[src/rtl/jsu_pkg.sv]
// ============================================================================
// jsu_pkg
// Shared types and constants for the JSON string unescaper.
// ============================================================================
package jsu_pkg;

    localparam int QDEPTH = 4;
    localparam int QAW    = $clog2(QDEPTH);

    typedef enum logic [1:0] {
        KIND_BYTE  = 2'd0,
        KIND_CLOSE = 2'd1,
        KIND_ERROR = 2'd2
    } t_kind;

    typedef enum logic [2:0] {
        ERR_UNCLOSED    = 3'd0,
        ERR_BAD_ESCAPE  = 3'd1,
        ERR_RAW_CONTROL = 3'd2,
        ERR_BAD_HEX     = 3'd3,
        ERR_LONE_LOW    = 3'd4,
        ERR_MISSING_LOW = 3'd5
    } t_err;

    typedef enum logic [3:0] {
        PH_WAIT    = 4'd0,
        PH_BODY    = 4'd1,
        PH_ESC     = 4'd2,
        PH_HEX1    = 4'd3,
        PH_WANTBSL = 4'd4,
        PH_WANTU   = 4'd5,
        PH_HEX2    = 4'd6
    } t_phase;

    typedef enum logic [1:0] {
        JOB_RAW   = 2'd0,
        JOB_CP    = 2'd1,
        JOB_CLOSE = 2'd2,
        JOB_ERR   = 2'd3
    } t_job_op;

    typedef struct packed {
        logic [7:0] in_byte;
        logic       end_of_text;
    } t_in_beat;

    typedef struct packed {
        logic [7:0] out_byte;
        t_kind      kind;
        t_err       error_code;
        logic       last_of_run;
    } t_out_beat;

    typedef struct packed {
        t_job_op     op;
        logic [20:0] cp;
        t_err        err;
    } t_job;

    typedef struct packed {
        logic push;
        logic pop;
        logic full;
        logic empty;
    } t_q_ctl;

endpackage

[src/rtl/jsu_front.sv]
// ============================================================================
// jsu_front
// Takes one raw byte per beat, tracks the escape state and emits one job
// (raw byte, code point, close or error) into the queue when there is one.
// ============================================================================
module jsu_front (
    input  logic             i_clk,
    input  logic             i_rst_n,
    input  logic             i_push,
    input  jsu_pkg::t_in_beat i_in_beat,
    input  logic             i_q_full,
    output logic             o_q_push,
    output jsu_pkg::t_job    o_q_job
);
    import jsu_pkg::*;

    localparam logic [7:0] CH_QUOTE = 8'h22;
    localparam logic [7:0] CH_BSL   = 8'h5C;
    localparam logic [7:0] CH_SLASH = 8'h2F;
    localparam logic [7:0] CH_LC_N  = 8'h6E;
    localparam logic [7:0] CH_LC_R  = 8'h72;
    localparam logic [7:0] CH_LC_T  = 8'h74;
    localparam logic [7:0] CH_LC_F  = 8'h66;
    localparam logic [7:0] CH_LC_B  = 8'h62;
    localparam logic [7:0] CH_LC_U  = 8'h75;
    localparam logic [7:0] CH_UC_U  = 8'h55;
    localparam logic [7:0] CH_TAB   = 8'h09;
    localparam logic [7:0] CH_LF    = 8'h0A;
    localparam logic [7:0] CH_FF    = 8'h0C;
    localparam logic [7:0] CH_BS    = 8'h08;
    localparam logic [7:0] CH_CR    = 8'h0D;

    // {valid, value}
    function automatic logic [4:0] hex_digit(input logic [7:0] c);
        logic [4:0] r;
        r = '0;
        if (c inside {[8'h30:8'h39]}) begin
            r = {1'b1, c[3:0]};
        end else if (c inside {[8'h61:8'h66], [8'h41:8'h46]}) begin
            r = {1'b1, c[3:0] + 4'd9};
        end
        return r;
    endfunction

    t_phase      r_phase, n_phase;
    logic [11:0] r_hex, n_hex;
    logic [1:0]  r_cnt, n_cnt;
    logic [9:0]  r_high, n_high;

    logic        accept;
    logic [7:0]  b;
    logic [4:0]  dig;
    logic [15:0] full4;
    logic        emit, err_v, closed;
    t_err        err_c;
    t_job        job;

    assign accept = i_push && !i_q_full;
    assign b      = i_in_beat.in_byte;
    assign dig    = hex_digit(b);
    assign full4  = {r_hex, dig[3:0]};

    always_ff @(posedge i_clk) begin
        if (!i_rst_n) begin
            r_phase <= PH_WAIT;
            r_hex   <= '0;
            r_cnt   <= '0;
            r_high  <= '0;
        end else if (accept) begin
            r_phase <= n_phase;
            r_hex   <= n_hex;
            r_cnt   <= n_cnt;
            r_high  <= n_high;
        end
    end

    always_comb begin
        n_phase = r_phase;
        n_hex   = r_hex;
        n_cnt   = r_cnt;
        n_high  = r_high;
        emit    = 1'b0;
        err_v   = 1'b0;
        err_c   = ERR_UNCLOSED;
        closed  = 1'b0;
        job.op  = JOB_RAW;
        job.cp  = {13'd0, b};
        job.err = ERR_UNCLOSED;

        case (r_phase)
            PH_WAIT: begin
                n_phase = PH_BODY;
            end
            PH_BODY: begin
                if (b == CH_QUOTE) begin
                    closed = 1'b1;
                end else if (b == CH_BSL) begin
                    n_phase = PH_ESC;
                end else if (b inside {CH_TAB, CH_LF, CH_FF, CH_BS, CH_CR}) begin
                    err_v = 1'b1;
                    err_c = ERR_RAW_CONTROL;
                end else begin
                    emit = 1'b1;
                end
            end
            PH_ESC: begin
                n_phase = PH_BODY;
                emit    = 1'b1;
                case (b)
                    CH_QUOTE, CH_BSL, CH_SLASH: job.cp = {13'd0, b};
                    CH_LC_N:  job.cp = {13'd0, CH_LF};
                    CH_LC_R:  job.cp = {13'd0, CH_CR};
                    CH_LC_T:  job.cp = {13'd0, CH_TAB};
                    CH_LC_F:  job.cp = {13'd0, CH_FF};
                    CH_LC_B:  job.cp = {13'd0, CH_BS};
                    CH_LC_U, CH_UC_U: begin
                        emit    = 1'b0;
                        n_phase = PH_HEX1;
                        n_hex   = '0;
                        n_cnt   = '0;
                    end
                    default: begin
                        emit  = 1'b0;
                        err_v = 1'b1;
                        err_c = ERR_BAD_ESCAPE;
                    end
                endcase
            end
            PH_HEX1, PH_HEX2: begin
                if (!dig[4]) begin
                    err_v = 1'b1;
                    err_c = ERR_BAD_HEX;
                end else begin
                    n_hex = full4[11:0];
                    if (r_cnt != 2'd3) begin
                        n_cnt = r_cnt + 2'd1;
                    end else begin
                        n_cnt = '0;
                        if (r_phase == PH_HEX1) begin
                            if (full4[15:10] == 6'b110110) begin
                                n_high  = full4[9:0];
                                n_phase = PH_WANTBSL;
                            end else if (full4[15:10] == 6'b110111) begin
                                err_v = 1'b1;
                                err_c = ERR_LONE_LOW;
                            end else begin
                                emit    = 1'b1;
                                job.op  = JOB_CP;
                                job.cp  = {5'd0, full4};
                                n_phase = PH_BODY;
                            end
                        end else begin
                            if (full4[15:10] == 6'b110111) begin
                                emit    = 1'b1;
                                job.op  = JOB_CP;
                                job.cp  = 21'h10000 + {1'b0, r_high, full4[9:0]};
                                n_phase = PH_BODY;
                            end else begin
                                err_v = 1'b1;
                                err_c = ERR_MISSING_LOW;
                            end
                        end
                    end
                end
            end
            PH_WANTBSL: begin
                if (b == CH_BSL) begin
                    n_phase = PH_WANTU;
                end else begin
                    err_v = 1'b1;
                    err_c = ERR_MISSING_LOW;
                end
            end
            PH_WANTU: begin
                if (b == CH_LC_U) begin
                    n_phase = PH_HEX2;
                    n_hex   = '0;
                    n_cnt   = '0;
                end else begin
                    err_v = 1'b1;
                    err_c = ERR_MISSING_LOW;
                end
            end
            default: begin
                n_phase = PH_BODY;
            end
        endcase

        // text ran out before the string closed
        if (!err_v && !closed && i_in_beat.end_of_text) begin
            err_v = 1'b1;
            if (n_phase == PH_HEX1) begin
                err_c = ERR_BAD_HEX;
            end else if (n_phase == PH_WANTBSL || n_phase == PH_WANTU ||
                         n_phase == PH_HEX2) begin
                err_c = ERR_MISSING_LOW;
            end else begin
                err_c = ERR_UNCLOSED;
            end
        end

        if (err_v) begin
            job.op  = JOB_ERR;
            job.cp  = '0;
            job.err = err_c;
        end else if (closed) begin
            job.op  = JOB_CLOSE;
            job.cp  = '0;
        end

        if (err_v || closed) begin
            n_phase = PH_WAIT;
            n_hex   = '0;
            n_cnt   = '0;
            n_high  = '0;
        end

        o_q_push = accept && (emit || err_v || closed);
        o_q_job  = job;
    end

endmodule

[src/rtl/jsu_queue.sv]
// ============================================================================
// jsu_queue
// Small register queue of jobs between the front and the back.
// ============================================================================
module jsu_queue (
    input  logic           i_clk,
    input  logic           i_rst_n,
    input  logic           i_push,
    input  jsu_pkg::t_job  i_job,
    input  logic           i_pop,
    output jsu_pkg::t_job  o_head,
    output jsu_pkg::t_q_ctl o_ctl
);
    import jsu_pkg::*;

    t_job           r_mem [QDEPTH];
    logic [QAW-1:0] r_wr, r_rd;
    logic [QAW:0]   r_count;
    logic           full, empty, do_push, do_pop;

    assign full    = (r_count == (QAW+1)'(QDEPTH));
    assign empty   = (r_count == '0);
    assign do_push = i_push && !full;
    assign do_pop  = i_pop && !empty;

    always_ff @(posedge i_clk) begin
        if (!i_rst_n) begin
            r_wr    <= '0;
            r_rd    <= '0;
            r_count <= '0;
        end else begin
            if (do_push) begin
                r_wr <= r_wr + 1'b1;
            end
            if (do_pop) begin
                r_rd <= r_rd + 1'b1;
            end
            case ({do_push, do_pop})
                2'b10:   r_count <= r_count + 1'b1;
                2'b01:   r_count <= r_count - 1'b1;
                default: r_count <= r_count;
            endcase
        end
    end

    always_ff @(posedge i_clk) begin
        if (do_push) begin
            r_mem[r_wr] <= i_job;
        end
    end

    assign o_head      = r_mem[r_rd];
    assign o_ctl.push  = do_push;
    assign o_ctl.pop   = do_pop;
    assign o_ctl.full  = full;
    assign o_ctl.empty = empty;

endmodule

[src/rtl/jsu_back.sv]
// ============================================================================
// jsu_back
// Expands the head job into result beats (UTF-8 bytes one per cycle while
// popped) and holds each beat in the output register until it is popped.
// ============================================================================
module jsu_back (
    input  logic              i_clk,
    input  logic              i_rst_n,
    input  jsu_pkg::t_job     i_head,
    input  logic              i_head_valid,
    output logic              o_head_pop,
    input  logic              i_pop,
    output logic              o_empty,
    output jsu_pkg::t_out_beat o_out_beat
);
    import jsu_pkg::*;

    // index of the last UTF-8 byte
    function automatic logic [1:0] utf8_last(input logic [20:0] cp);
        logic [1:0] r;
        if (cp[20:16] != '0) begin
            r = 2'd3;
        end else if (cp[15:11] != '0) begin
            r = 2'd2;
        end else if (cp[10:7] != '0) begin
            r = 2'd1;
        end else begin
            r = 2'd0;
        end
        return r;
    endfunction

    function automatic logic [7:0] utf8_byte(input logic [20:0] cp, input logic [1:0] len,
                                             input logic [1:0] idx);
        logic [7:0] r;
        r = cp[7:0];
        case (len)
            2'd0: r = cp[7:0];
            2'd1: r = (idx == 2'd0) ? {3'b110, cp[10:6]} : {2'b10, cp[5:0]};
            2'd2: begin
                case (idx)
                    2'd0:    r = {4'b1110, cp[15:12]};
                    2'd1:    r = {2'b10, cp[11:6]};
                    default: r = {2'b10, cp[5:0]};
                endcase
            end
            default: begin
                case (idx)
                    2'd0:    r = {5'b11110, cp[20:18]};
                    2'd1:    r = {2'b10, cp[17:12]};
                    2'd2:    r = {2'b10, cp[11:6]};
                    default: r = {2'b10, cp[5:0]};
                endcase
            end
        endcase
        return r;
    endfunction

    logic [1:0] r_idx, n_idx;
    logic       r_out_valid, n_out_valid;
    t_out_beat  r_out, n_out;
    logic [1:0] last_idx;
    logic       load, is_last;

    always_ff @(posedge i_clk) begin
        if (!i_rst_n) begin
            r_idx       <= '0;
            r_out_valid <= 1'b0;
        end else begin
            r_idx       <= n_idx;
            r_out_valid <= n_out_valid;
        end
    end

    always_ff @(posedge i_clk) begin
        r_out <= n_out;
    end

    always_comb begin
        last_idx = (i_head.op == JOB_CP) ? utf8_last(i_head.cp) : 2'd0;
        is_last  = (r_idx == last_idx);
        load     = i_head_valid && (!r_out_valid || i_pop);

        n_idx       = r_idx;
        n_out_valid = r_out_valid && !i_pop;
        n_out       = r_out;

        if (load) begin
            n_out_valid       = 1'b1;
            n_out.last_of_run = is_last;
            n_out.out_byte    = '0;
            n_out.kind        = KIND_BYTE;
            n_out.error_code  = ERR_UNCLOSED;
            case (i_head.op)
                JOB_RAW:   n_out.out_byte = i_head.cp[7:0];
                JOB_CP:    n_out.out_byte = utf8_byte(i_head.cp, last_idx, r_idx);
                JOB_CLOSE: n_out.kind = KIND_CLOSE;
                default: begin
                    n_out.kind       = KIND_ERROR;
                    n_out.error_code = i_head.err;
                end
            endcase
            n_idx = is_last ? 2'd0 : r_idx + 2'd1;
        end
    end

    assign o_head_pop = load && is_last;
    assign o_empty    = !r_out_valid;
    assign o_out_beat = r_out;

endmodule

[src/rtl/json_string_unescape_utf8.sv]
// ============================================================================
// json_string_unescape_utf8
// Unescapes a quoted JSON string into UTF-8 bytes with close and error beats.
// ============================================================================
// Input channel: one raw text byte per beat (push/full), the opening quote
// first; end_of_text marks the last byte available.
// Result channel: queue-like (empty/pop). Each beat is a decoded byte, a
// string-closed mark or an error; last_of_run flags the final beat caused
// by one input byte. Opening quote, backslash and partial hex digits give
// no beat.
// Path: each job is registered in the job queue, each result beat in the output register.
// Throughput: one input byte per cycle while full is low; one result beat
// per cycle while the receiver pops. A \u escape gives up to three bytes,
// a surrogate pair four, sent by the back end while the job queue takes input.
// Reset: synchronous; returns to waiting for an opening quote and empties
// the queue and the output register.
// When the receiver stalls, the output register holds its beat, the job
// queue fills, and full rises once four jobs are waiting.
// After a close or an error the next byte is taken as a new opening quote.
// ============================================================================
module json_string_unescape_utf8 (
    input  logic               i_clk,
    input  logic               i_rst_n,
    input  logic               push,
    output logic               full,
    input  jsu_pkg::t_in_beat  i_in_beat,
    output logic               empty,
    input  logic               pop,
    output jsu_pkg::t_out_beat o_out_beat
);
    import jsu_pkg::*;

    logic   q_push;
    t_job   q_job, q_head;
    t_q_ctl q_ctl;
    logic   head_pop;

    jsu_front u_front (
        .i_clk     (i_clk),
        .i_rst_n   (i_rst_n),
        .i_push    (push),
        .i_in_beat (i_in_beat),
        .i_q_full  (q_ctl.full),
        .o_q_push  (q_push),
        .o_q_job   (q_job)
    );

    jsu_queue u_queue (
        .i_clk   (i_clk),
        .i_rst_n (i_rst_n),
        .i_push  (q_push),
        .i_job   (q_job),
        .i_pop   (head_pop),
        .o_head  (q_head),
        .o_ctl   (q_ctl)
    );

    jsu_back u_back (
        .i_clk        (i_clk),
        .i_rst_n      (i_rst_n),
        .i_head       (q_head),
        .i_head_valid (!q_ctl.empty),
        .o_head_pop   (head_pop),
        .i_pop        (pop),
        .o_empty      (empty),
        .o_out_beat   (o_out_beat)
    );

    assign full = q_ctl.full;

    a_reset_empty: assert property (@(posedge i_clk) !i_rst_n |=> empty)
        else $error("result queue not empty after reset");

    a_mark_is_last: assert property (@(posedge i_clk) disable iff (!i_rst_n)
        (!empty && o_out_beat.kind != KIND_BYTE) |-> o_out_beat.last_of_run)
        else $error("close or error beat not last of run");

    a_mark_zero_byte: assert property (@(posedge i_clk) disable iff (!i_rst_n)
        (!empty && o_out_beat.kind != KIND_BYTE) |-> o_out_beat.out_byte == 8'd0)
        else $error("close or error beat carries a byte");

    a_code_only_on_error: assert property (@(posedge i_clk) disable iff (!i_rst_n)
        (!empty && o_out_beat.kind != KIND_ERROR) |-> o_out_beat.error_code == ERR_UNCLOSED)
        else $error("error code set on non-error beat");

endmodule

[config.mk]
export PLATFORM = sky130hd
export DESIGN_NAME = json_string_unescape_utf8
export DESIGN_NICKNAME = d
export VERILOG_FILES = /design/src/rtl/jsu_pkg.sv /design/src/rtl/jsu_front.sv /design/src/rtl/jsu_queue.sv /design/src/rtl/jsu_back.sv /design/src/rtl/json_string_unescape_utf8.sv
export SDC_FILE = /design/constraint.sdc
export NUM_CORES = 1
export LEC_CHECK = 0
export ABC_AREA = 1
export BUFFER_PORTS_ARGS = -buffer_cell sky130_fd_sc_hd__buf_2
export CORE_MARGIN = 1.5
export CORE_UTILIZATION = 30
export DETAILED_ROUTE_END_ITERATION = 10
export PLACE_DENSITY = 0.53
export SETUP_SLACK_MARGIN = 0.5
export SKIP_LAST_GASP = 1
export SYNTH_ARGS = -nofsm -noshare
export SYNTH_HDL_FRONTEND = slang
export SYNTH_SLANG_ARGS = --single-unit
[constraint.sdc]
create_clock -name i_clk -period 3.26 [get_ports i_clk]
set_clock_uncertainty 0.05 [all_clocks]
set_input_delay 0.489 -clock i_clk [delete_from_list [all_inputs] [get_ports i_clk]]
set_output_delay 0.489 -clock i_clk [all_outputs]
set_load 0.01 [all_outputs]
Yosys cells after proc, flatten, opt, wreduce, memory -nomap -nowiden --
Memory sizes are Yosys's and may differ from the RTL's. A register that Yosys moved wholly into a read port is not among the register bits. Cells that the tools add are included.
Word-level totals: register bits after elaboration 52, bits in writable memories 104, memories 1, output and inout bits 16, bits of input ports 13, logic and storage cells 219
Memory list:
- u_queue.r_mem | words 4, bits a word 26, read ports 1, clocked after Yosys merged registers in 1, wr ports 1, line jsu_queue.sv:16 | t_job r_mem [QDEPTH];
Cells by class: magnitude comparators 6, reductions and logical operators 47, muxes and demuxes 102, eq/ne operators 42, add/subtract/negate cells 8
Operators by type and width (number):
- two-way mux 23 bit | 6
- equality test 8 x 7 -> 1 bit, second input constant | 8
- two-way mux 10 bit | 6
- two-way mux 12 bit | 4
- two-way mux 22 bit | 2
- two-way mux 4 bit | 11
- two-way mux 3 bit | 14
- one-hot mux 21 bit (2 select lines) | 1
- equality test 8 x 4 -> 1 bit, second input constant | 5
- one-hot mux 8 bit (5 select lines) | 1
- one-hot mux 12 bit (3 select lines) | 1
- two-way mux 1 bit | 28
- two-way mux 2 bit | 14
- equality test 4 x 3 -> 1 bit, second input constant | 6
- one-hot mux 8 bit (3 select lines) | 1
- adder 17 x 20 -> 21 bit, first input constant | 1
- one-hot mux 7 bit (3 select lines) | 1
- one-hot mux 4 bit (5 select lines) | 1
- equality test 8 x 6 -> 1 bit, second input constant | 2
- greater-or-equal comparator 8 x 7 -> 1 bit, second input constant | 2
- less-or-equal comparator 8 x 7 -> 1 bit, second input constant | 2
- one-hot mux 8 bit (2 select lines) | 1
- one-hot mux 3 bit (5 select lines) | 1
- nonzero test 5 bit | 3
- 37 further kinds | 83

Logic depth before layout (Yosys ltp) --
Gate-level depths: netlist (run 1).
depth after elaboration 17, mapped depth 22

Cells and area by module --
From an unflattened synthesis (run 1), not the netlist that was laid out.
Unflattened totals: cell total of the unflattened synthesis 974, area total of the unflattened synthesis 8354.3 um^2
By module, submodules not included:
- jsu_queue | instances 1, area each 4376.7 um^2, cells an instance 328
- jsu_front | instances 1, area each 2650.0 um^2, cells an instance 459
- jsu_back | instances 1, area each 1323.8 um^2, cells an instance 186
- json_string_unescape_utf8 | instances 1, area each 3.8 um^2, cells an instance 1

Worst setup path after synthesis (run 1) --
OpenSTA, ideal clock, no wires.
path type input-to-reg, start input i_in_beat[1] (netlist bit), end memory u_queue.r_mem[0][0] (netlist bit), enable pin, slack -0.230 ns, stages 12, arrival 3.031 ns, required time 2.801 ns, path buffers 1, library setup time 0.409 ns, cells stage by stage inv_1 -> ha_1 -> nand3_1 -> a21oi_1 -> nor2_1 -> nand3_2 -> nand2_1 -> nor2_4 -> buf_6 -> nand4_2 -> nand2_1 -> nor2_1
Between the ends: longest elaborated chain between the ends 17, elaborated cells on any way between the ends 57, those cells by class 6 x order compare; 15 x eq/ne; 21 x mux; 15 x reduce/logical
Ends and longest elaborated chain:
- start, declared | line json_string_unescape_utf8.sv:26 | input jsu_pkg::t_in_beat i_in_beat,
- greater-or-equal comparator 8 x 7 -> 1 bit / less-or-equal comparator 8 x 7 -> 1 bit (equally long branches) | line jsu_front.sv:39 | end else if (c inside {[8'h61:8'h66], [8'h41:8'h46]}) begin
- logical AND 1 bit | line jsu_front.sv:39
- nonzero test 2 bit | line jsu_front.sv:39
- two-way mux 5 bit | line jsu_front.sv:39
- two-way mux 5 bit | line jsu_front.sv:37 | if (c inside {[8'h30:8'h39]}) begin
- two-way mux 1 bit | line jsu_front.sv:130 | if (!dig[4]) begin
- one-hot mux 1 bit (5 select lines) | line jsu_front.sv:90 | case (r_phase)
- zero test 1 bit | line jsu_front.sv:190 | if (!err_v && !closed && i_in_beat.end_of_text) begin
- logical AND 1 bit (2 in a row) | line jsu_front.sv:190
- two-way mux 1 bit | line jsu_front.sv:190
- logical OR 1 bit | line jsu_front.sv:218 | o_q_push = accept && (emit || err_v || closed);
- logical OR 1 bit * | line jsu_front.sv:218
- logical AND 1 bit * | line jsu_front.sv:218
- logical AND 1 bit * | line jsu_queue.sv:23 | assign do_push = i_push && !full;
- two-way mux 1 bit * | line jsu_queue.sv:47 | if (do_push) begin
- two-way mux 1 bit (implied by the code) * | line jsu_queue.sv:48 | r_mem[r_wr] <= i_job;
- end, declared | line jsu_queue.sv:16
Mark *: on every way between the ends. The rest lies on a longest branch, timed or not.

==> impl_metrics.yaml, run 1 <==
finish:
  num-nets-final: 1095
  layout-drive-gt1-share: 0.247
  syn_to_final_growth_pct: 26.9
  antenna_cells: 0
worst_setup_path:
  cp_cell_sequence: "buf_6 -> clkbuf_16 -> nand2_1 -> nand3_1 -> nand2_2 -> nand2_2 -> nor2_4 -> nand2_2 -> nand2_4 -> nand2_1 -> nand2_2 -> nand3_2 -> inv_2 -> ha_2 -> inv_2 -> fa_2 -> a21oi_2 -> o21ai_1 -> o21ai_1 -> a21oi_1"
  path_class: "flip-flop to flip-flop"
  critPathMostFrequentCell: "nand2_2"
  crit_path_end_kind: "flip-flop"
  arrival_ns: 3.06
  cp_max_fo: 8
  worstPathRequired_ns: 3.52
  crit_buf_inv: 4
  crit_path_top_delay_cell: "dfxtp_4"
  path_delay_family: "simple AND/OR/NAND/NOR gates"
  start_kind: "flip-flop"
  max_stage_delay_ns: 0.37
placed_design:
  dp_hpwl_mm: 15.3
  io_buffers: 28
  gp_congestion: 0.874
clock_network:
  clock_path_buffers: 2
  path_clk_slew_ns: 0.07
  tritoncts: "built"
  numCtsBuffers: 17
  clockRootBuffer: "clkbuf_16"
  clock_latency_ns: 0.43
  cts_htree_levels: 4
  clkSinkCount: 158
logic_synthesis:
  synth_cell_types: 50
  seq_area_frac_synth: 0.519
  synth_seq_cells: 158
  synthTopCellsByCount: "nand2_1 (222), nor2_1 (127), edfxtp_1 (118)"
  synthCells: 975
  synthesis.area_sq_mm: 0.00837
  syn_nets: 1010
  synth.top_cell.area_share: 0.423
  yosysWarnings: 0
  async_flop_share: 0
  synth_edf_count: 118
  yosys.area.top_type: "edfxtp_1"
  synth.avg_cell_area_sq_um: 8.59
  ys_top_cells_by_area: "edfxtp_1 (42%), nand2_1 (10%), dfxtp_1 (9.6%), nand3_1 (5.7%), nor2_1 (5.7%)"
  synth_most_common_cell: "nand2_1"
  ys.flop_type: "edfxtp_1"
power_and_ir_drop:
  peakVddDrop_mv: 0.318
  clkPwrFrac: 0.267
  p_per_area_mw_per_mm2: 723
  comb_power_share: 0.396
  cellLeakagePower_nw: 4.17
  switching_share: 0.363
  intPower_mw: 4.89
  p_sw_mw: 2.78
  power_frac_seq: 0.337
  power_mw: 7.68
sta:
  period_share: 0.859
  min_period_ns: 2.80
  max-slew-margin-rel: 0.680
  worstMarginPinSlew_ns: 0.476
  slew_violations: 0
  rsz0062_at_grt: "true"
  finalHoldViolCount: 0
  finalSetupTns_ns: 0
  clock.fmax_mhz: 357
  setup_viol: 0
floorplanning:
  die_area_sq_mm: 0.0289
  die_x_um: 170
  rows: 60
  coreArea_sq_mm: 0.0272
  die_h_um: 170
  io_pins: 29
  start_util: 0.308
flow_run:
  max_cap_violations: 0
routing:
  drtIter0Drc: 561
  antenna_left: 0
  dr.pass1.iters: 6
  wirelength_mm: 23.3
  viasPerCell: 4.88
  wl_per_cell_um: 16.1
  drcViolationCount: 0
  vias: 7047
grt:
  grt.total_usage: 0.162
  grt_pass1_vias: 6564
  grt_pass1_wl_mm: 36.1
  antenna_found_initial: 0
  grt_overflow: 0
  grt_max_degree: 40
min_path:
  min_path_type: "primary input to flip-flop"
outcome:
  status: "finished clean"
## sequential cells by signal (all words and copies together), names as in the netlist, named ones only
register / count
u_queue.r_mem: 104
u_back.o_out_beat: 14
u_front.r_hex: 12
u_front.r_high: 10
u_front.r_phase: 4
u_queue.r_count: 3
u_back.r_idx: 2
u_front.r_cnt: 2
u_queue.r_rd: 2
u_queue.r_wr: 2
u_back.r_out_valid: 1
## cell type report
cell class	instances	area [sq um]
fill	2775	16600
inverter	91	360
tap	372	465
sequential	158	4350
clock buffer	18	429
clock inverter	14	173
timing repair buffer	107	975
multi-input combinational	685	3860
## metal layers
metal  global-route usage  share of wire  vias to the layer above
met4               0.0631          0.020                        0
met5                    0              0                        -
met2                0.253           0.46                      180
met3               0.0249          0.039                       30
met1                0.226           0.48                     3327
li1                     -              -                     3510
## cell families after synthesis
family | synth area share
and+or+nand+nor | 0.274
xor gates and xnor gates | 0.00523
adders and majority gates | 0.0338
buffers and inverters | 0.0682
AOI/OAI and AO/OA | 0.100
DFF | 0.519
## power groups by stage
stage,logic [mW],clock network [mW],registers (mW)
floorplan,1.45,0,2.66
global placement,2.36,0,2.62
detailed placement,2.36,0,2.62
CTS,2.62,2.09,2.58
global route,3.34,2.17,2.62
finish,3.04,2.05,2.59
## final timing paths
kind	to	slack, ns	from	cells past startpoint
max	u_queue.r_count[2]$_SDFFE_PN0P_	0.46	flip-flop	20
min	u_back.r_out_valid$_SDFF_PN0_	0.29	pop	4
max reg2reg	u_queue.r_count[2]$_SDFFE_PN0P_	0.46	flip-flop	20
min reg2reg	u_front.r_phase[3]$_SDFFE_PN0P_	0.44	u_front.r_phase[3]$_SDFFE_PN0P_	2
## placed cells by master (no fill, tap or decap), types with 4 or more instances in the layout
master and count:
a21oi_1 50, a21oi_2 6, a22oi_1 8, buf_12 8, buf_2 28, buf_4 60, buf_6 5, clkbuf_16 20
dfxtp_1 36, edfxtp_1 118, ha_1 13, ha_4 5, inv_1 77, inv_2 7, inv_6 6, inv_8 4
nand2_1 194, nand2_2 26, nand2_4 6, nand3_1 78, nand3_2 22, nand4_1 25, nor2_1 107, nor2_2 18
nor2_4 7, nor3_1 17, o211ai_1 8, o21ai_0 40, o21ai_1 5, o22ai_1 10, xor2_1 4
## through the flow
step / worst slack [ns] / instance area (sq um) / util / hold WS (ns) / instances
floorplan: 0.311 / 8470 / - / 0.402 / 975
global placement: 0.142 / 9330 / 0.343 / 0.417 / 1384
detailed placement: 0.147 / 9330 / 0.343 / 0.428 / 1384
CTS: 0.450 / 10200 / 0.374 / 0.271 / 1427
global route: 0.312 / 10600 / 0.391 / 0.320 / 1445
finish: 0.460 / 10600 / 0.391 / 0.291 / 1445
## tightest hold or removal path, delay by kind of cell
family	cells	cell delay [ns]
buf+inv	2	0.12
simple gates	1	0.05
compound gates	1	0.06
## what timing repair did
| item | CTS | global route |
|---|---|---|
| gates resized for setup | 36 | 70 |
| setup endpoints to repair | 19 | 73 |
| setup buffers | 8 | 14 |
| pin swaps | 5 | 16 |
| gates cloned | 3 | 4 |
| hold buffers | 0 | 0 |
(Power assumes the default switching activity.)
==> run 2: changes to the inputs <==
--- a/config.mk
+++ b/config.mk
@@ -9,7 +9,8 @@
 export BUFFER_PORTS_ARGS = -buffer_cell sky130_fd_sc_hd__buf_2
 export CORE_MARGIN = 1.5
-export CORE_UTILIZATION = 30
+export CORE_UTILIZATION = 28
+export CTS_CLUSTER_DIAMETER = 60
 export DETAILED_ROUTE_END_ITERATION = 10
-export PLACE_DENSITY = 0.53
+export PLACE_DENSITY = 0.51
 export SETUP_SLACK_MARGIN = 0.5
 export SKIP_LAST_GASP = 1
--- a/constraint.sdc
+++ b/constraint.sdc
@@ -3,3 +3,3 @@
 set_input_delay 0.489 -clock i_clk [delete_from_list [all_inputs] [get_ports i_clk]]
 set_output_delay 0.489 -clock i_clk [all_outputs]
-set_load 0.01 [all_outputs]
+set_load 0.005 [all_outputs]
==> run 2 against run 1 <==
Flip-flop and latch count stayed put. Cell area is 0.24% higher. First-iteration DRC count is 22% higher. Combinational power is 2% lower. Critical endpoint unchanged. Critical path depth stayed put. Sequential power hardly changed. Cell count is 1.5% higher. Via count is 0.28% higher.
==> impl_metrics.yaml, run 2 (synthesis results as in run 1) <==
sta:
  rsz0062_at_grt: "true"
  hold_ws_ns: 0.290
  period_share: 0.862
  max-slew-margin-rel: 0.662
  min_period_ns: 2.81
  clock.fmax_mhz: 356
  setup_viol: 0
  slew_violations: 0
  worstMarginPinSlew_ns: 0.505
  finalHoldViolCount: 0
worst_setup_path:
  crit_path_top_delay_cell: "dfxtp_4"
  cp_max_fo: 7
  arrival_ns: 3.08
  max_stage_delay_ns: 0.43
  path_class: "flip-flop to flip-flop"
  critPathMostFrequentCell: "nand2_2"
  crit_path_end_kind: "flip-flop"
  worstPathRequired_ns: 3.53
  path_delay_family: "simple AND/OR/NAND/NOR gates"
  start_kind: "flip-flop"
  cp_cell_sequence: "clkinv_8 -> clkbuf_16 -> nand2_1 -> nand3_2 -> nand2_2 -> nand2_2 -> nor2_4 -> nand2_2 -> nand2_2 -> nand2_2 -> nand2_2 -> nand3_4 -> inv_4 -> ha_4 -> inv_4 -> fa_2 -> a21oi_2 -> o21ai_2 -> o21ai_1 -> a21oi_1"
  crit_buf_inv: 4
power_and_ir_drop:
  cellLeakagePower_nw: 4.17
  peakVddDrop_mv: 0.307
  p_per_area_mw_per_mm2: 715
  power_mw: 7.61
clock_network:
  clockRootBuffer: "clkbuf_16"
  clkSinkCount: 158
  clock_latency_ns: 0.43
  path_clk_slew_ns: 0.07
  tritoncts: "built"
  clock_path_buffers: 2
  numCtsBuffers: 17
  cts-hold-fix-buffers: 0
  cts_htree_levels: 4
grt:
  grt_max_degree: 40
  antenna_found_initial: 0
  grt.total_usage: 0.148
  grt_pass1_vias: 6470
  grt_pass1_wl_mm: 35.6
  grt_overflow: 0
routing:
  antenna_left: 0
  wl_per_cell_um: 15.9
  drcViolationCount: 0
  dr.pass1.iters: 6
  viasPerCell: 4.82
  vias: 7067
  wirelength_mm: 23.4
  drtIter0Drc: 686
placed_design:
  io_buffers: 28
  dpl-instance-area_sq_mm: 0.00928
  gp_congestion: 0.879
  dp_hpwl_mm: 15.8
min_path:
  min_path_type: "primary input to flip-flop"
finish:
  fin_util: 0.360
  final_cell_mix: "nand2_1 (190), edfxtp_1 (118), nor2_1 (111), inv_1 (78), nand3_1 (76)"
  syn_to_final_growth_pct: 27.2
  num-nets-final: 1099
  largest_register_ffs: 104
  layout-drive-gt1-share: 0.243
  layout_commonest_cell: "nand2_1"
  final_cell_area_sq_mm: 0.0106
  regMostFlops: "u_queue.r_mem"
  antenna_cells: 0
floorplanning:
  die_h_um: 176
  rows: 63
  start_util: 0.283
  die_x_um: 176
  coreArea_sq_mm: 0.0296
  die_area_sq_mm: 0.0309
  io_pins: 29
outcome:
  status: "finished clean"
flow_run:
  max_cap_violations: 0
==> run 2: changes by cell type in the layout (fill, tap and decap cells not counted), moves of 3 or more <==
cell      change
o21ai_1       -3
nand2_1       -4
buf_4         +4
clkinv_8      +4
nor2_1        +4
==> run 2: worst paths after layout <==
check / start / to / slack (ns) / depth (start not counted)
hold / removal: pop / u_back.r_out_valid$_SDFF_PN0_ / 0.29 / 4
setup reg to reg: flip-flop / u_queue.r_count[2]$_SDFFE_PN0P_ / 0.45 / 20
setup / recovery: flip-flop / u_queue.r_count[2]$_SDFFE_PN0P_ / 0.45 / 20
hold reg to reg: u_front.r_high[3]$_SDFFE_PN0P_ / u_front.r_high[3]$_SDFFE_PN0P_ / 0.44 / 2
==> run 2: report_power, final <==
part	internal (mW)	switching (mW)	leakage, nW
Sequential	2.48	0.121	1.44
Clock	1.10	0.920	0.295
Combinational	1.23	1.75	2.44
Total	4.81	2.79	4.17
==> run 2: cell type report <==
class | count | area [sq um]
Inverter | 91 | 365
Fill cell | 3008 | 18900
Clock inverter | 15 | 186
Tap cell | 390 | 488
Multi-Input combinational cell | 685 | 3840
Sequential cell | 158 | 4350
Clock buffer | 17 | 425
Timing Repair Buffer | 111 | 990
==> run 2: timing repair <==
action / 4_1_cts / 5_1_grt
pin swaps: 12 / 35
endpoints found under the setup margin: 10 / 13
setup buffers: 9 / 27
gates resized for setup: 35 / 63
endpoints found under the hold margin: 0 / 0
gates cloned: 1 / 4
==> run 2: per-stage QoR <==
step / cells / worst slack (ns) / TNS, ns
6_report: 1467 / 0.449 / 0
2_1_floorplan: 975 / 0.311 / 0
5_1_grt: 1467 / 0.254 / 0
4_1_cts: 1436 / 0.475 / 0
3_5_place_dp: 1394 / -0.0189 / -0.0189
3_3_place_gp: 1394 / 0.0655 / 0
==> run 2: metal layers <==
| metal | up-vias | wire (um) | track usage |
|---|---|---|---|
| li1 | 3524 | - | - |
| met1 | 3362 | 11100 | 0.200 |
| met2 | 145 | 10900 | 0.238 |
| met3 | 36 | 867 | 0.0299 |
| met4 | 0 | 482 | 0.0467 |
| met5 | - | 0 | 0 |
==> run 2: tightest hold or removal path, cell delays in order <==
cell and delay (ns):
buf_2 0.09, o21ai_0 0.06, nand2_1 0.06, inv_1 0.03
==> run 3: changes to the inputs <==
CORE_UTILIZATION = 40   (was 28)
PLACE_DENSITY = default   (was 0.51)
==> run 3 against run 2 <==
Die area down 30%. Non-clock buffer count fell by 12. Highest routed layer unchanged. Setup slack better by 0.019 ns. Critical path depth unchanged. Critical path type unchanged. Sequential share of layout area up 0.78 points. Cell count fell by 8.9%. Routed wire length is 3.3% lower. Via count decreased by 0.52%. Clock power down 4%.
==> impl_metrics.yaml, run 3 (synthesis results as in run 1) <==
finish:
  fin_util: 0.513
  antenna_cells: 0
  final_cell_mix: "nand2_1 (184), edfxtp_1 (118), nor2_1 (114), inv_1 (77), nand3_1 (75)"
  fin_cells: 1336
  regMostFlops: "u_queue.r_mem"
  layout-drive-gt1-share: 0.245
  num-nets-final: 1088
  syn_to_final_growth_pct: 24.8
  largest_register_ffs: 104
  layout_commonest_cell: "nand2_1"
  final_cell_area_sq_mm: 0.0104
routing:
  drcViolationCount: 0
  drtIter0Drc: 510
  antenna_left: 0
  highest_layer: "met4"
  routed-wl-met2_mm: 11.0
  dr.pass1.iters: 5
  wirelength_mm: 22.6
  met3_length_um: 923
  vias: 7030
  wl_per_cell_um: 16.9
  met1_length_mm: 10.2
  viasPerCell: 5.26
sta:
  hold_ws_ns: 0.280
  finalHoldViolCount: 0
  rsz0062_at_grt: "true"
  setup_viol: 0
  finalSetupTns_ns: 0
  period_share: 0.856
  slew_violations: 0
  worst_slack_ns: 0.468
  min_period_ns: 2.79
  clock.fmax_mhz: 358
  worstMarginPinSlew_ns: 0.803
  max-slew-margin-rel: 0.460
worst_setup_path:
  path_delay_family: "simple AND/OR/NAND/NOR gates"
  reg2regPathDepth: 20
  critPathMostFrequentCell: "nand2_2"
  start_kind: "flip-flop"
  crit_buf_inv: 4
  path_class: "flip-flop to flip-flop"
  arrival_ns: 3.06
  path_depth: 20
  worstPathRequired_ns: 3.53
  crit_path_top_delay_cell: "dfxtp_4"
  cp_cell_sequence: "clkinv_8 -> buf_12 -> nand2_1 -> nand3_1 -> nand2_2 -> nand3_2 -> nor2_4 -> nand2_2 -> nand2_4 -> nand2_1 -> nand2_2 -> nand3_2 -> inv_2 -> ha_4 -> inv_2 -> fa_2 -> a21oi_2 -> o21ai_1 -> o21ai_1 -> a21oi_1"
  crit_path_end_kind: "flip-flop"
  cp_max_fo: 13
  max_stage_delay_ns: 0.44
grt:
  grt_overflow: 0
  grt_pass1_vias: 6678
  grt.total_usage: 0.207
  grt_pass1_wl_mm: 35.1
  grt_max_degree: 40
  antenna_found_initial: 0
floorplanning:
  start_util: 0.411
  die_x_um: 148
  coreArea_sq_mm: 0.0204
  die_h_um: 148
  rows: 52
  io_pins: 29
  die_area_sq_mm: 0.0218
flow_run:
  max_cap_violations: 0
placed_design:
  io_buffers: 28
  dp_worst_setup_slack_ns: -0.0130
  gp_congestion: 0.933
  dp_hpwl_mm: 15.0
  numPlacedInstances: 1265
  dpl-instance-area_sq_mm: 0.00904
outcome:
  status: "finished clean"
clock_network:
  clock_latency_ns: 0.43
  clockRootBuffer: "clkbuf_16"
  path_clk_slew_ns: 0.06
  cts_htree_levels: 4
  tritoncts: "built"
  clock_path_buffers: 2
  numCtsBuffers: 17
  clkSinkCount: 158
power_and_ir_drop:
  power_frac_seq: 0.334
  switching_share: 0.359
  power_mw: 7.79
  clkPwrFrac: 0.249
  cellLeakagePower_nw: 4.12
  p_sw_mw: 2.79
  p_per_area_mw_per_mm2: 745
  peakVddDrop_mv: 0.429
  comb_power_share: 0.417
  intPower_mw: 4.99
min_path:
  whs_path_depth: 4
  min_path_type: "primary input to flip-flop"
==> run 3: cell count changes in the layout (fill, tap and decap cells not counted), moves of 4 or more <==
cell,previous run,this run
buf_4,64,46
buf_6,5,13
clkinv_4,0,4
clkinv_8,5,1
inv_6,7,3
nand2_1,190,184
nand2_2,28,35
o21ai_0,42,37
o21ai_1,2,8
==> run 3: per-layer routing <==
layer,track usage,vias up
met5,0,-
met4,0.0815,0
met3,0.0318,35
met2,0.339,181
met1,0.277,3312
li1,-,3502
==> run 3: worst min-delay path: cells and delay by family <==
kind	cells	cell delay [ns]
simple gates	1	0.05
compound gates	1	0.06
buf+inv	2	0.12
==> run 3: layout make-up <==
cell class | instances | area (sq um)
Fill cell | 1862 | 9920
Timing Repair Buffer | 99 | 900
Clock buffer | 19 | 433
Inverter | 91 | 360
Clock inverter | 13 | 138
Tap cell | 270 | 338
Sequential cell | 158 | 4350
Multi-Input combinational cell | 685 | 3920
Timing Repair inverter | 1 | 8.76
==> run 3: power by group through the flow <==
stage	clock, mW	sequential, mW	combinational (mW)
6_report	1.94	2.60	3.24
5_1_grt	2.04	2.62	3.52
4_1_cts	1.96	2.59	2.73
3_5_place_dp	0	2.62	2.20
3_3_place_gp	0	2.62	2.20
2_1_floorplan	0	2.62	1.44
==> run 3: what timing repair did <==
item | in CTS | in global routing
setup buffers | 20 | 13
setup endpoints to repair | 10 | 56
gates cloned | 4 | 2
pin swaps | 15 | 36
gates resized for setup | 51 | 77
hold buffers | 0 | 0
==> run 3: worst paths after layout <==
path / to / from / slack (ns)
min: u_back.r_out_valid$_SDFF_PN0_ / pop / 0.28
min reg2reg: u_front.r_phase[2]$_SDFFE_PN0P_ / u_front.r_phase[2]$_SDFFE_PN0P_ / 0.44
max reg2reg: u_queue.r_count[2]$_SDFFE_PN0P_ / flip-flop / 0.47
max: u_queue.r_count[2]$_SDFFE_PN0P_ / flip-flop / 0.47
